===== src/sv/slbm_pkg.sv =====
// ----------------------------------------------------------------------------
// slbm_pkg
// Shared types and constants for the serial loaded bank mapper.
// ----------------------------------------------------------------------------
`default_nettype none

package slbm_pkg;

    localparam int ADDR_W       = 16;
    localparam int DATA_W       = 8;
    localparam int MREG_W       = 5;
    localparam int POS_W        = 3;
    localparam int VARIANT_W    = 2;
    localparam int PRG_BANK_W   = 4;
    localparam int CHR_BANK_W   = 5;
    localparam int MIRROR_W     = 2;

    localparam int ACT_BIT      = 15;
    localparam int LOAD_RST_BIT = 7;
    localparam int SEL_LSB      = 13;
    localparam int LAST_POS     = 4;

    localparam logic [MREG_W-1:0] CTL_RESET_VAL = 5'h0C;
    localparam logic [MREG_W-1:0] CTL_SET_MASK  = 5'h0C;
    localparam logic [MREG_W-1:0] LOW4_MASK     = 5'h0F;
    localparam logic [MREG_W-1:0] LOW3_MASK     = 5'h07;
    localparam logic [MREG_W-1:0] BIT3_MASK     = 5'h08;
    localparam logic [MREG_W-1:0] EVEN_MASK     = 5'h1E;

    typedef enum logic [VARIANT_W-1:0] {
        VARIANT_OTHER = 2'd0,
        VARIANT_REV_A = 2'd1,
        VARIANT_REV_B = 2'd2,
        VARIANT_SPARE = 2'd3
    } variant_t;

    typedef enum logic [1:0] {
        SEL_CONTROL = 2'd0,
        SEL_CHR0    = 2'd1,
        SEL_CHR1    = 2'd2,
        SEL_PRG     = 2'd3
    } reg_sel_t;

    typedef struct packed {
        logic [MREG_W-1:0] ctl;
        logic [MREG_W-1:0] chr0;
        logic [MREG_W-1:0] chr1;
        logic [MREG_W-1:0] prg;
    } mapper_regs_t;

    typedef struct packed {
        logic                  remapped;
        logic [PRG_BANK_W-1:0] prg_bank_low;
        logic [PRG_BANK_W-1:0] prg_bank_high;
        logic [CHR_BANK_W-1:0] chr_bank_low;
        logic [CHR_BANK_W-1:0] chr_bank_high;
        logic [MIRROR_W-1:0]   mirroring_mode;
        logic                  prg_ram_enable;
    } bank_map_t;

endpackage

`default_nettype wire


===== src/sv/slbm_if.sv =====
// ----------------------------------------------------------------------------
// slbm_if
// Valid/ready channels for bus write words and bank map words.
// ----------------------------------------------------------------------------
`default_nettype none

interface slbm_bus_if;
    import slbm_pkg::*;

    logic              valid;
    logic              ready;
    logic [ADDR_W-1:0] cpu_address;
    logic [DATA_W-1:0] write_data;
    logic              double_write;

    modport source (output valid, output cpu_address, output write_data,
                    output double_write, input ready);
    modport sink   (input valid, input cpu_address, input write_data,
                    input double_write, output ready);
endinterface

interface slbm_map_if;
    import slbm_pkg::*;

    logic                  valid;
    logic                  ready;
    logic                  remapped;
    logic [PRG_BANK_W-1:0] prg_bank_low;
    logic [PRG_BANK_W-1:0] prg_bank_high;
    logic [CHR_BANK_W-1:0] chr_bank_low;
    logic [CHR_BANK_W-1:0] chr_bank_high;
    logic [MIRROR_W-1:0]   mirroring_mode;
    logic                  prg_ram_enable;

    modport source (output valid, output remapped, output prg_bank_low,
                    output prg_bank_high, output chr_bank_low,
                    output chr_bank_high, output mirroring_mode,
                    output prg_ram_enable, input ready);
    modport sink   (input valid, input remapped, input prg_bank_low,
                    input prg_bank_high, input chr_bank_low,
                    input chr_bank_high, input mirroring_mode,
                    input prg_ram_enable, output ready);
endinterface

`default_nettype wire


===== src/sv/slbm_loader.sv =====
// ----------------------------------------------------------------------------
// slbm_loader
// Serial shift loader and the four mapper registers.
// ----------------------------------------------------------------------------
`default_nettype none

module slbm_loader
    import slbm_pkg::*;
(
    input  wire logic              clk,
    input  wire logic              rst_n,
    input  wire logic              fire,
    input  wire logic [ADDR_W-1:0] cpu_address,
    input  wire logic [DATA_W-1:0] write_data,
    input  wire logic              double_write,
    output mapper_regs_t           regs_next,
    output logic                   remap
);

    mapper_regs_t      regs_reg;
    logic [MREG_W-1:0] accum_reg, accum_next;
    logic [POS_W-1:0]  pos_reg, pos_next;
    logic              just_reset_reg, just_reset_next;

    logic              act;
    logic [MREG_W-1:0] accum_shift;
    reg_sel_t          sel;

    assign sel = reg_sel_t'(cpu_address[SEL_LSB+1:SEL_LSB]);

    always_comb
    begin
        accum_shift = accum_reg;
        if (pos_reg <= POS_W'(LAST_POS))
        begin
            accum_shift = accum_reg
                | (MREG_W'(write_data[0]) << pos_reg[$clog2(MREG_W)-1:0]);
        end
    end

    always_comb
    begin
        regs_next       = regs_reg;
        accum_next      = accum_reg;
        pos_next        = pos_reg;
        just_reset_next = just_reset_reg;
        remap           = 1'b0;
        act             = cpu_address[ACT_BIT];
        if (act && just_reset_reg)
        begin
            just_reset_next = 1'b0;
            if (double_write)
            begin
                act = 1'b0;
            end
        end
        if (act)
        begin
            if (write_data[LOAD_RST_BIT])
            begin
                just_reset_next = 1'b1;
                accum_next      = '0;
                pos_next        = '0;
                regs_next.ctl   = regs_reg.ctl | CTL_SET_MASK;
            end
            else if (pos_reg >= POS_W'(LAST_POS))
            begin
                unique case (sel)
                    SEL_CONTROL: regs_next.ctl  = accum_shift;
                    SEL_CHR0:    regs_next.chr0 = accum_shift;
                    SEL_CHR1:    regs_next.chr1 = accum_shift;
                    SEL_PRG:     regs_next.prg  = accum_shift;
                    default:     regs_next      = regs_reg;
                endcase
                accum_next = '0;
                pos_next   = '0;
                remap      = 1'b1;
            end
            else
            begin
                accum_next = accum_shift;
                pos_next   = pos_reg + POS_W'(1);
            end
        end
    end

    always_ff @(posedge clk or negedge rst_n)
    begin
        if (!rst_n)
        begin
            regs_reg.ctl   <= CTL_RESET_VAL;
            regs_reg.chr0  <= '0;
            regs_reg.chr1  <= '0;
            regs_reg.prg   <= '0;
            accum_reg      <= '0;
            pos_reg        <= '0;
            just_reset_reg <= 1'b0;
        end
        else if (fire)
        begin
            regs_reg       <= regs_next;
            accum_reg      <= accum_next;
            pos_reg        <= pos_next;
            just_reset_reg <= just_reset_next;
        end
    end

endmodule

`default_nettype wire


===== src/sv/slbm_bank_decode.sv =====
// ----------------------------------------------------------------------------
// slbm_bank_decode
// Program and pattern bank, mirroring and work RAM decode.
// ----------------------------------------------------------------------------
`default_nettype none

module slbm_bank_decode
    import slbm_pkg::*;
(
    input  wire mapper_regs_t regs,
    input  wire variant_t     variant,
    input  wire logic         remap,
    output bank_map_t         result
);

    logic [MREG_W-1:0] prg_lo, prg_hi;
    logic [MREG_W-1:0] prg_lo_fix, prg_hi_fix;
    logic              big_bank;

    always_comb
    begin
        priority if (regs.ctl[3] && regs.ctl[2])
        begin
            prg_lo = regs.prg;
            prg_hi = regs.prg | LOW4_MASK;
        end
        else if (regs.ctl[3])
        begin
            prg_lo = '0;
            prg_hi = regs.prg & LOW4_MASK;
        end
        else
        begin
            prg_lo = regs.prg & EVEN_MASK;
            prg_hi = (regs.prg & EVEN_MASK) | MREG_W'(1);
        end
    end

    // 256k half select on revision a
    assign big_bank   = regs.prg[4] && (variant == VARIANT_REV_A);
    assign prg_lo_fix = big_bank ? ((prg_lo & LOW3_MASK) | (regs.prg & BIT3_MASK)) : prg_lo;
    assign prg_hi_fix = big_bank ? ((prg_hi & LOW3_MASK) | (regs.prg & BIT3_MASK)) : prg_hi;

    always_comb
    begin
        result.remapped      = remap;
        result.prg_bank_low  = prg_lo_fix[PRG_BANK_W-1:0];
        result.prg_bank_high = prg_hi_fix[PRG_BANK_W-1:0];
        if (regs.ctl[4])
        begin
            result.chr_bank_low  = regs.chr0;
            result.chr_bank_high = regs.chr1;
        end
        else
        begin
            result.chr_bank_low  = regs.chr0 & EVEN_MASK;
            result.chr_bank_high = (regs.chr0 & EVEN_MASK) | CHR_BANK_W'(1);
        end
        result.mirroring_mode = regs.ctl[MIRROR_W-1:0];
        result.prg_ram_enable = !((variant == VARIANT_REV_B) && regs.prg[4]);
    end

endmodule

`default_nettype wire


===== src/sv/serial_loaded_bank_mapper_unit.sv =====
// ----------------------------------------------------------------------------
// serial_loaded_bank_mapper_unit
// Serial loaded bank mapper: one bus write word in, one bank map word out.
// ----------------------------------------------------------------------------
//  channel     dir   handshake      word
//  bus_write   in    valid/ready    cpu_address, write_data, double_write
//  bank_map    out   valid/ready    remapped, banks, mirroring, ram enable
//  cfg_write   in    write enable   chip_variant
//
//  a word is taken every cycle unless a stalled output holds the input
//  register full; input register, then loader update into the result register
//  rst_n resets the loader and mapper registers (control to 5'h0C, others to 0)
//  and clears both valid flags; a stalled result holds in the result register;
//  the input register keeps taking a word while the result register can drain on the same edge
// ----------------------------------------------------------------------------
`default_nettype none

module serial_loaded_bank_mapper_unit
    import slbm_pkg::*;
(
    input  wire logic                 clk,
    input  wire logic                 rst_n,
    input  wire logic                 cfg_write_en,
    input  wire logic [VARIANT_W-1:0] cfg_write_data,
    slbm_bus_if.sink                  bus_write,
    slbm_map_if.source                bank_map
);

    variant_t          variant_reg;
    logic              s1_valid_reg;
    logic [ADDR_W-1:0] s1_addr_reg;
    logic [DATA_W-1:0] s1_data_reg;
    logic              s1_dbl_reg;
    logic              out_valid_reg;
    bank_map_t         out_reg;

    logic              out_free;
    logic              s1_fire;
    logic              in_fire;
    mapper_regs_t      regs_next;
    logic              remap;
    bank_map_t         result_next;

    assign out_free        = !out_valid_reg || bank_map.ready;
    assign s1_fire         = s1_valid_reg && out_free;
    assign bus_write.ready = !s1_valid_reg || out_free;
    assign in_fire         = bus_write.valid && bus_write.ready;

    slbm_loader u_loader (
        .clk          (clk),
        .rst_n        (rst_n),
        .fire         (s1_fire),
        .cpu_address  (s1_addr_reg),
        .write_data   (s1_data_reg),
        .double_write (s1_dbl_reg),
        .regs_next    (regs_next),
        .remap        (remap)
    );

    slbm_bank_decode u_decode (
        .regs    (regs_next),
        .variant (variant_reg),
        .remap   (remap),
        .result  (result_next)
    );

    always_ff @(posedge clk or negedge rst_n)
    begin
        if (!rst_n)
        begin
            variant_reg   <= VARIANT_OTHER;
            s1_valid_reg  <= 1'b0;
            out_valid_reg <= 1'b0;
        end
        else
        begin
            if (cfg_write_en)
            begin
                variant_reg <= variant_t'(cfg_write_data);
            end
            if (bus_write.ready)
            begin
                s1_valid_reg <= bus_write.valid;
            end
            if (out_free)
            begin
                out_valid_reg <= s1_valid_reg;
            end
        end
    end

    always_ff @(posedge clk)
    begin
        if (in_fire)
        begin
            s1_addr_reg <= bus_write.cpu_address;
            s1_data_reg <= bus_write.write_data;
            s1_dbl_reg  <= bus_write.double_write;
        end
        if (s1_fire)
        begin
            out_reg <= result_next;
        end
    end

    assign bank_map.valid          = out_valid_reg;
    assign bank_map.remapped       = out_reg.remapped;
    assign bank_map.prg_bank_low   = out_reg.prg_bank_low;
    assign bank_map.prg_bank_high  = out_reg.prg_bank_high;
    assign bank_map.chr_bank_low   = out_reg.chr_bank_low;
    assign bank_map.chr_bank_high  = out_reg.chr_bank_high;
    assign bank_map.mirroring_mode = out_reg.mirroring_mode;
    assign bank_map.prg_ram_enable = out_reg.prg_ram_enable;

endmodule

`default_nettype wire


===== src/flat_wrapper.sv =====
// flat-port wrapper written by rule: the top's interface ports become plain ports
module serial_loaded_bank_mapper_unit_flat import slbm_pkg::*;
  (clk, rst_n, cfg_write_en, cfg_write_data, bus_write_valid, bus_write_cpu_address, bus_write_write_data, bus_write_double_write, bus_write_ready, bank_map_valid, bank_map_remapped, bank_map_prg_bank_low, bank_map_prg_bank_high, bank_map_chr_bank_low, bank_map_chr_bank_high, bank_map_mirroring_mode, bank_map_prg_ram_enable, bank_map_ready);
  slbm_bus_if bus_write_i ();
  slbm_map_if bank_map_i ();
  input  wire logic clk;
  input  wire logic rst_n;
  input  wire logic cfg_write_en;
  input  wire logic [VARIANT_W-1:0] cfg_write_data;
  input wire logic [$bits(bus_write_i.valid)-1:0] bus_write_valid;
  input wire logic [$bits(bus_write_i.cpu_address)-1:0] bus_write_cpu_address;
  input wire logic [$bits(bus_write_i.write_data)-1:0] bus_write_write_data;
  input wire logic [$bits(bus_write_i.double_write)-1:0] bus_write_double_write;
  output wire logic [$bits(bus_write_i.ready)-1:0] bus_write_ready;
  output wire logic [$bits(bank_map_i.valid)-1:0] bank_map_valid;
  output wire logic [$bits(bank_map_i.remapped)-1:0] bank_map_remapped;
  output wire logic [$bits(bank_map_i.prg_bank_low)-1:0] bank_map_prg_bank_low;
  output wire logic [$bits(bank_map_i.prg_bank_high)-1:0] bank_map_prg_bank_high;
  output wire logic [$bits(bank_map_i.chr_bank_low)-1:0] bank_map_chr_bank_low;
  output wire logic [$bits(bank_map_i.chr_bank_high)-1:0] bank_map_chr_bank_high;
  output wire logic [$bits(bank_map_i.mirroring_mode)-1:0] bank_map_mirroring_mode;
  output wire logic [$bits(bank_map_i.prg_ram_enable)-1:0] bank_map_prg_ram_enable;
  input wire logic [$bits(bank_map_i.ready)-1:0] bank_map_ready;
  assign bus_write_i.valid = bus_write_valid;
  assign bus_write_i.cpu_address = bus_write_cpu_address;
  assign bus_write_i.write_data = bus_write_write_data;
  assign bus_write_i.double_write = bus_write_double_write;
  assign bus_write_ready = bus_write_i.ready;
  assign bank_map_valid = bank_map_i.valid;
  assign bank_map_remapped = bank_map_i.remapped;
  assign bank_map_prg_bank_low = bank_map_i.prg_bank_low;
  assign bank_map_prg_bank_high = bank_map_i.prg_bank_high;
  assign bank_map_chr_bank_low = bank_map_i.chr_bank_low;
  assign bank_map_chr_bank_high = bank_map_i.chr_bank_high;
  assign bank_map_mirroring_mode = bank_map_i.mirroring_mode;
  assign bank_map_prg_ram_enable = bank_map_i.prg_ram_enable;
  assign bank_map_i.ready = bank_map_ready;
  serial_loaded_bank_mapper_unit u_core (.clk(clk), .rst_n(rst_n), .cfg_write_en(cfg_write_en), .cfg_write_data(cfg_write_data), .bus_write(bus_write_i), .bank_map(bank_map_i));
endmodule

===== config.mk =====
export PLATFORM = sky130hd
export DESIGN_NAME = serial_loaded_bank_mapper_unit_flat
export DESIGN_NICKNAME = d
export VERILOG_FILES = /design/src/sv/slbm_pkg.sv /design/src/sv/slbm_if.sv /design/src/sv/slbm_loader.sv /design/src/sv/slbm_bank_decode.sv /design/src/sv/serial_loaded_bank_mapper_unit.sv /design/src/flat_wrapper.sv
export SDC_FILE = /design/constraint.sdc
export NUM_CORES = 1
export LEC_CHECK = 0
export BUFFER_PORTS_ARGS = -buffer_cell sky130_fd_sc_hd__buf_2
export CORE_MARGIN = 2
export CORE_UTILIZATION = 31
export CTS_CLUSTER_SIZE = 40
export DETAILED_ROUTE_END_ITERATION = 8
export GPL_ROUTABILITY_DRIVEN = 0
export GPL_TIMING_DRIVEN = 0
export HOLD_SLACK_MARGIN = 0.08
export PLACE_DENSITY = 0.58
export SYNTH_ARGS = -nofsm -noshare
export SYNTH_HDL_FRONTEND = slang
export SYNTH_SLANG_ARGS = --single-unit

===== constraint.sdc =====
create_clock -name clk -period 1.9 [get_ports clk]
set_input_delay 0.095 -clock clk [delete_from_list [all_inputs] [get_ports clk]]
set_output_delay 0.095 -clock clk [all_outputs]
set_load 0.1 [all_outputs]

==> results of run 1 <==
==> synth_stat cells, types with 2 or more instances <==
cell type,instances,share of area
a21boi_0,2,0.0053
a21oi_1,5,0.0088
a31o_2,3,0.0092
a31oi_1,2,0.0044
a41o_1,3,0.011
and2_1,2,0.0044
buf_2,3,0.0053
buf_6,2,0.0079
clkbuf_1,3,0.0040
dfrtp_1,31,0.27
dfstp_2,2,0.018
edfxtp_1,28,0.30
ha_1,2,0.0088
inv_1,7,0.0092
mux2_2,19,0.075
mux2_4,2,0.011
mux2i_1,5,0.018
nand2_1,24,0.032
nand2b_1,5,0.011
nand3_1,4,0.0070
nand4_1,2,0.0044
nand4b_4,2,0.017
nor2_1,8,0.011
nor2b_1,2,0.0044
o2111ai_1,4,0.012
o211a_1,2,0.0070
o211ai_1,5,0.013
o21a_1,2,0.0053
o21ai_0,11,0.019
o21ai_1,2,0.0035
o31ai_1,2,0.0053
==> metrics by stage <==
stage	TNS [ns]	instances	setup WS (ns)
6_report	0	405	0.0362
5_1_grt	-0.143	405	-0.0271
4_1_cts	-0.0290	393	-0.0290
3_5_place_dp	-2.09	362	-0.301
3_3_place_gp	-1.74	362	-0.248
2_1_floorplan	-2.31	218	-0.258
==> cell families after synthesis <==
family	share of synthesized area
flip-flops	0.587
AO/OA/AOI/OAI	0.142
multiplexers	0.107
buffers and inverters	0.0291
AND/OR/NAND/NOR	0.126
adder cells (fa/ha/maj)	0.00881
==> per-layer routing <==
layer / global-route usage / share of wire
met2: 0.194 / 0.46
met4: 0.0611 / 0.020
met1: 0.169 / 0.48
met3: 0.0295 / 0.042
met5: 0 / 0
==> where the power goes <==
group,switching [mW],internal [mW]
Sequential,0.0727,1.50
Combinational,0.580,0.238
Clock,0.469,0.507
==> critical path: cells and delay by family, from the launching register on <==
kind            cells  cell delay, ns
mux                 1            0.30
simple gates        2            0.32
buf+inv             2            0.35
compound gates      1            0.26
flops               1            0.38
==> layout make-up <==
cell class                 instances  area (um^2)  area share
timing repair inverter             1         7.51     0.00205
timing repair buffer              63          413       0.113
inverter                           7         30.0     0.00820
clock buffer                      14          153      0.0417
sequential                        61         1680       0.458
clock inverter                     2         10.0     0.00273
tap                              108          135      0.0369
multi-input combinational        141         1170       0.320
buffer                             8         67.6      0.0185
==> worst paths after layout <==
| kind | end | slack, ns |
|---|---|---|
| min | u_core.bank_map.valid$_DFFE_PN0P_ | 0.15 |
| max | u_core.bank_map.chr_bank_high[1]$_DFFE_PP_ | 0.04 |
| min reg2reg | u_core.u_loader.accum_reg[3]$_DFFE_PN0P_ | 0.48 |
| min in group asynchronous | u_core.bank_map.valid$_DFFE_PN0P_ | 0.36 |
| max in group asynchronous | u_core.bank_map.valid$_DFFE_PN0P_ | 1.01 |
| max reg2reg | u_core.bank_map.chr_bank_high[1]$_DFFE_PP_ | 0.04 |
==> cells in the final DEF (no fill, tap or decap), types with 2 or more instances in the layout <==
cell type	n
buf_2	36
edfxtp_1	28
dfrtp_1	28
nand2_1	23
mux2_2	19
buf_4	18
dlygate4sd3_1	12
o21ai_0	10
clkbuf_8	10
nor2_1	8
inv_1	6
nand2b_1	5
o211ai_1	5
a21oi_1	5
clkbuf_1	5
nand3_1	4
buf_6	3
a41o_1	3
mux2_4	3
o21ai_1	3
mux2i_2	3
nor2b_1	2
nand4b_4	2
a31oi_1	2
o2111ai_2	2
o211a_1	2
a31o_2	2
mux2i_1	2
clkinvlp_4	2
nand4_1	2
o2111ai_1	2
a21boi_0	2
ha_1	2
clkinv_2	2
dfrtp_2	2
dfstp_2	2
==> what timing repair did <==
action | 4_1_cts | 5_1_grt
setup buffers | 2 | 13
gates resized for setup | 7 | 21
hold buffers | 12 | 0
gates cloned | 1 | 0
pin swaps | 2 | 6
endpoints found under the setup margin | 16 | 31
endpoints found under the hold margin | 40 | 0
==> results.cfg, run 1 <==
[run_status]
outcome = finished clean

[detailed_routing]
vias = 1998
wirelength_um = 5940
vias_per_cell = 4.93
drt-wirelength-per-cell_um = 14.7
drt_first_pass_iters = 4
drc = 0
first_iter_violations = 65
drtAntennaViolNets = 0

[sta]
min_period_ns = 1.86
worst_pin_slew_ns = 0.738
finClkSkew_ns = 0.00942
period_share = 0.981
setup_viol = 0
hold_viol_final = 0
slew_viol_final = 0
grt_setup_unrepaired = yes
max_freq_mhz = 537
max-slew-margin-rel = 0.508
hold_slack_ns = 0.155

[global_routing]
grt_pass1_wl_um = 9650
grt_start_max_net_pins = 34
antenna_found_initial = 0
track_usage = 0.127
grt_overflow_total = 0
grt_pass1_vias = 1874

[floorplanning]
start_util = 0.323
core.rowCount = 34
die_h_um = 99.7
core-area_um2 = 8810
die_w_um = 99.7
io_pins = 56
dieArea_um2 = 9950

[clock_network]
clkTransAtPathRegs_ns = 0.07
cts_made_buffers = 9
cts_tree = yes
clock-root-buffer = clkbuf_8
clock_latency_ns = 0.33
h-tree-depth = 3
clock_sinks = 61
clockBufferDepth = 2

[placed_design]
port_buffers = 36
dpl_cell_area_um2 = 3170
dp.final_hpwl_um = 3940

[min_path]
min_from = bank_map_ready
hold_class = in -> reg
whs_path_depth = 3

[synth]
synthArstFlopShare = 0.541
synth_edf_count = 28
synth_fp_nets = 252
avgSynthCellArea_um2 = 13.0
yosysSeqAreaShare = 0.587
ys.flop_type = dfrtp_1
mappedNetlistArea_um2 = 2840
netlist-cell-type-count = 53
synthCells = 218
ys_warn_count = 0
ys_ff_latch = 61

[setup_path]
reg2reg_depth = 6
reg2reg_from = u_core.s1_addr_reg[13]$_DFFE_PP_
worstPathCellList = buf_4, nor3b_4, buf_4, nand3_4, o21a_4, mux2_4
critical-path-max-stage-delay_ns = 0.38
critPathArrivalTime_ns = 1.95
critPathMaxFanout = 10
cp_slowest_cell = edfxtp_1
required_ns = 1.99
timing.setup.critical_path_class = reg -> reg
end_kind = flop
path_common_cell = buf_4
cp-start-kind = flop
startpoint = u_core.s1_addr_reg[13]$_DFFE_PP_

[cells_and_area]
nNetsFinal = 326
finish.utilization = 0.416
drive_gt1_frac = 0.414
diodes = 0
syn2layout_area_growth_pct = 28.8
design_area_um2 = 3660
largest_register_ffs = 20
nFillCells = 808

[power_and_ir_drop]
ir_worst_vdd_mv = 0.308
leakagePower_nw = 1.59
power_density_nw_per_um2 = 919
power_mw = 3.37

[job]
max-cap-violations = 0
Power figures use the tool's default switching activity.
==> run 2, diff against run 1 <==
BUFFER_PORTS_ARGS = -buffer_cell sky130_fd_sc_hd__buf_4   (was -buffer_cell sky130_fd_sc_hd__buf_2)
PLACE_DENSITY = default   (was 0.58)
==> results.cfg, run 2 (synthesis gave the netlist of run 1 again) <==
[sta]
max_freq_mhz = 543
min_period_ns = 1.84
finClkSkew_ns = 0.00678
hold_viol_final = 0
slew_viol_final = 0
period_share = 0.968
grt_setup_unrepaired = yes
setup_viol = 0
max-slew-margin-rel = 0.631
worst_pin_slew_ns = 0.554

[cells_and_area]
nFillCells = 813
layout_common_cells = buf_4, edfxtp_1, dfrtp_1
multi_input_area_um2 = 1220
largest_register_ffs = 20
final_common_cell = buf_4
final_cells = 407
nNetsFinal = 328
syn2layout_area_growth_pct = 34.9
seq_area_um2 = 1680
drive_gt1_frac = 0.421
diodes = 0

[floorplanning]
core.rowCount = 34
dieArea_um2 = 9950
io_pins = 56
die_w_um = 99.7
die_h_um = 99.7
start_util = 0.323
core-area_um2 = 8810

[setup_path]
end_kind = flop
reg2reg_depth = 6
cp-start-kind = flop
critPathArrivalTime_ns = 1.92
required_ns = 1.98
timing.setup.critical_path_class = reg -> reg
critPathMaxFanout = 10

[min_path]
hold_class = in -> reg
whs_path_depth = 3

[detailed_routing]
drc = 0
met3_length_um = 307
drtAntennaViolNets = 0
dr.max_layer_used = met4
wirelength_um = 5980
route.met2.wl_um = 2840
drt-wirelength-per-cell_um = 14.7
vias_per_cell = 4.99
first_iter_violations = 75
drt_first_pass_iters = 4
drt-met1-wl_um = 2720
vias = 2030

[clock_network]
clock_sinks = 61
clock_latency_ns = 0.34
clock-root-buffer = clkbuf_8
cts_tree = yes
clockBufferDepth = 2
cts_made_buffers = 9
clkTransAtPathRegs_ns = 0.06
h-tree-depth = 3

[global_routing]
grt_start_max_net_pins = 34
track_usage = 0.127
grt_pass1_wl_um = 9710
grt_overflow_total = 0
grt_pass1_vias = 1901
antenna_found_initial = 0

[power_and_ir_drop]
power_mw = 3.43
power_density_nw_per_um2 = 896
ir_worst_vdd_mv = 0.321
leakagePower_nw = 1.65

[placed_design]
dp_cells = 362
dp.final_hpwl_um = 3910
port_buffers = 36

[job]
max-cap-violations = 0

[run_status]
outcome = finished clean
## run 2: cell types whose count changed in the layout (fill, tap and decap cells not counted), sizes merged
cell  previous run  this run
buf             57        59
## run 2: final timing paths
kind | start | to | slack (ns)
min in group asynchronous | rst_n | u_core.bank_map.valid$_DFFE_PN0P_ | 0.25
max reg2reg | u_core.s1_addr_reg[13]$_DFFE_PP_ | u_core.bank_map.prg_bank_high[1]$_DFFE_PP_ | 0.06
min | bank_map_ready | u_core.bank_map.valid$_DFFE_PN0P_ | 0.14
max | u_core.s1_addr_reg[13]$_DFFE_PP_ | u_core.bank_map.prg_bank_high[1]$_DFFE_PP_ | 0.06
min reg2reg | u_core.u_loader.accum_reg[3]$_DFFE_PN0P_ | u_core.u_loader.accum_reg[3]$_DFFE_PN0P_ | 0.48
max in group asynchronous | rst_n | u_core.u_loader.regs_reg[18]$_DFFE_PN1P_ | 1.31
## run 2: area by class of cell
type / count / share of cell area
Sequential cell: 61 / 0.437
Multi-Input combinational cell: 141 / 0.318
Timing Repair Buffer: 65 / 0.139
Clock buffer: 14 / 0.0398
Tap cell: 108 / 0.0353
Buffer: 8 / 0.0186
Inverter: 7 / 0.00784
Clock inverter: 2 / 0.00229
Timing Repair inverter: 1 / 0.00196
## run 2: timing repair
item	4_1_cts	5_1_grt
setup buffers	2	15
endpoints found under the hold margin	42	0
gates resized for setup	10	24
gates cloned	1	0
hold buffers	12	0
endpoints found under the setup margin	15	30
pin swaps	3	6
## run 2: power breakdown
group	internal, mW	total, mW	leakage [nW]	switching [mW]
sequential	1.50	1.58	0.706	0.0760
clock	0.505	0.977	0.0821	0.472
combinational	0.287	0.881	0.861	0.594
## run 2: worst max-delay path, cell delays in order, from the launching register on
cell and delay (ns):
edfxtp_1 0.41, buf_6 0.17, nor3b_4 0.32, nand2_2 0.17
o31ai_4 0.27, buf_6 0.16, o21ai_0 0.09
## run 2: metal layers
metal  GRT usage  vias to the layer above
met4      0.0569                        0
li1            -                      975
met2       0.203                       53
met3      0.0281                       11
met5           0                        -
met1       0.167                      991
## run 2: stage by stage
stage	util	area, um^2	setup TNS, ns	hold slack (ns)	worst slack, ns
floorplan	-	2860	-2.31	-0.201	-0.258
detailed placement	0.371	3260	-2.14	0.0747	-0.326
global route	0.435	3830	-0.135	0.180	-0.0294
finish	0.435	3830	0	0.139	0.0599
global placement	0.371	3260	-1.68	0.0775	-0.246
CTS	0.409	3600	-0.00241	0.127	-0.00241
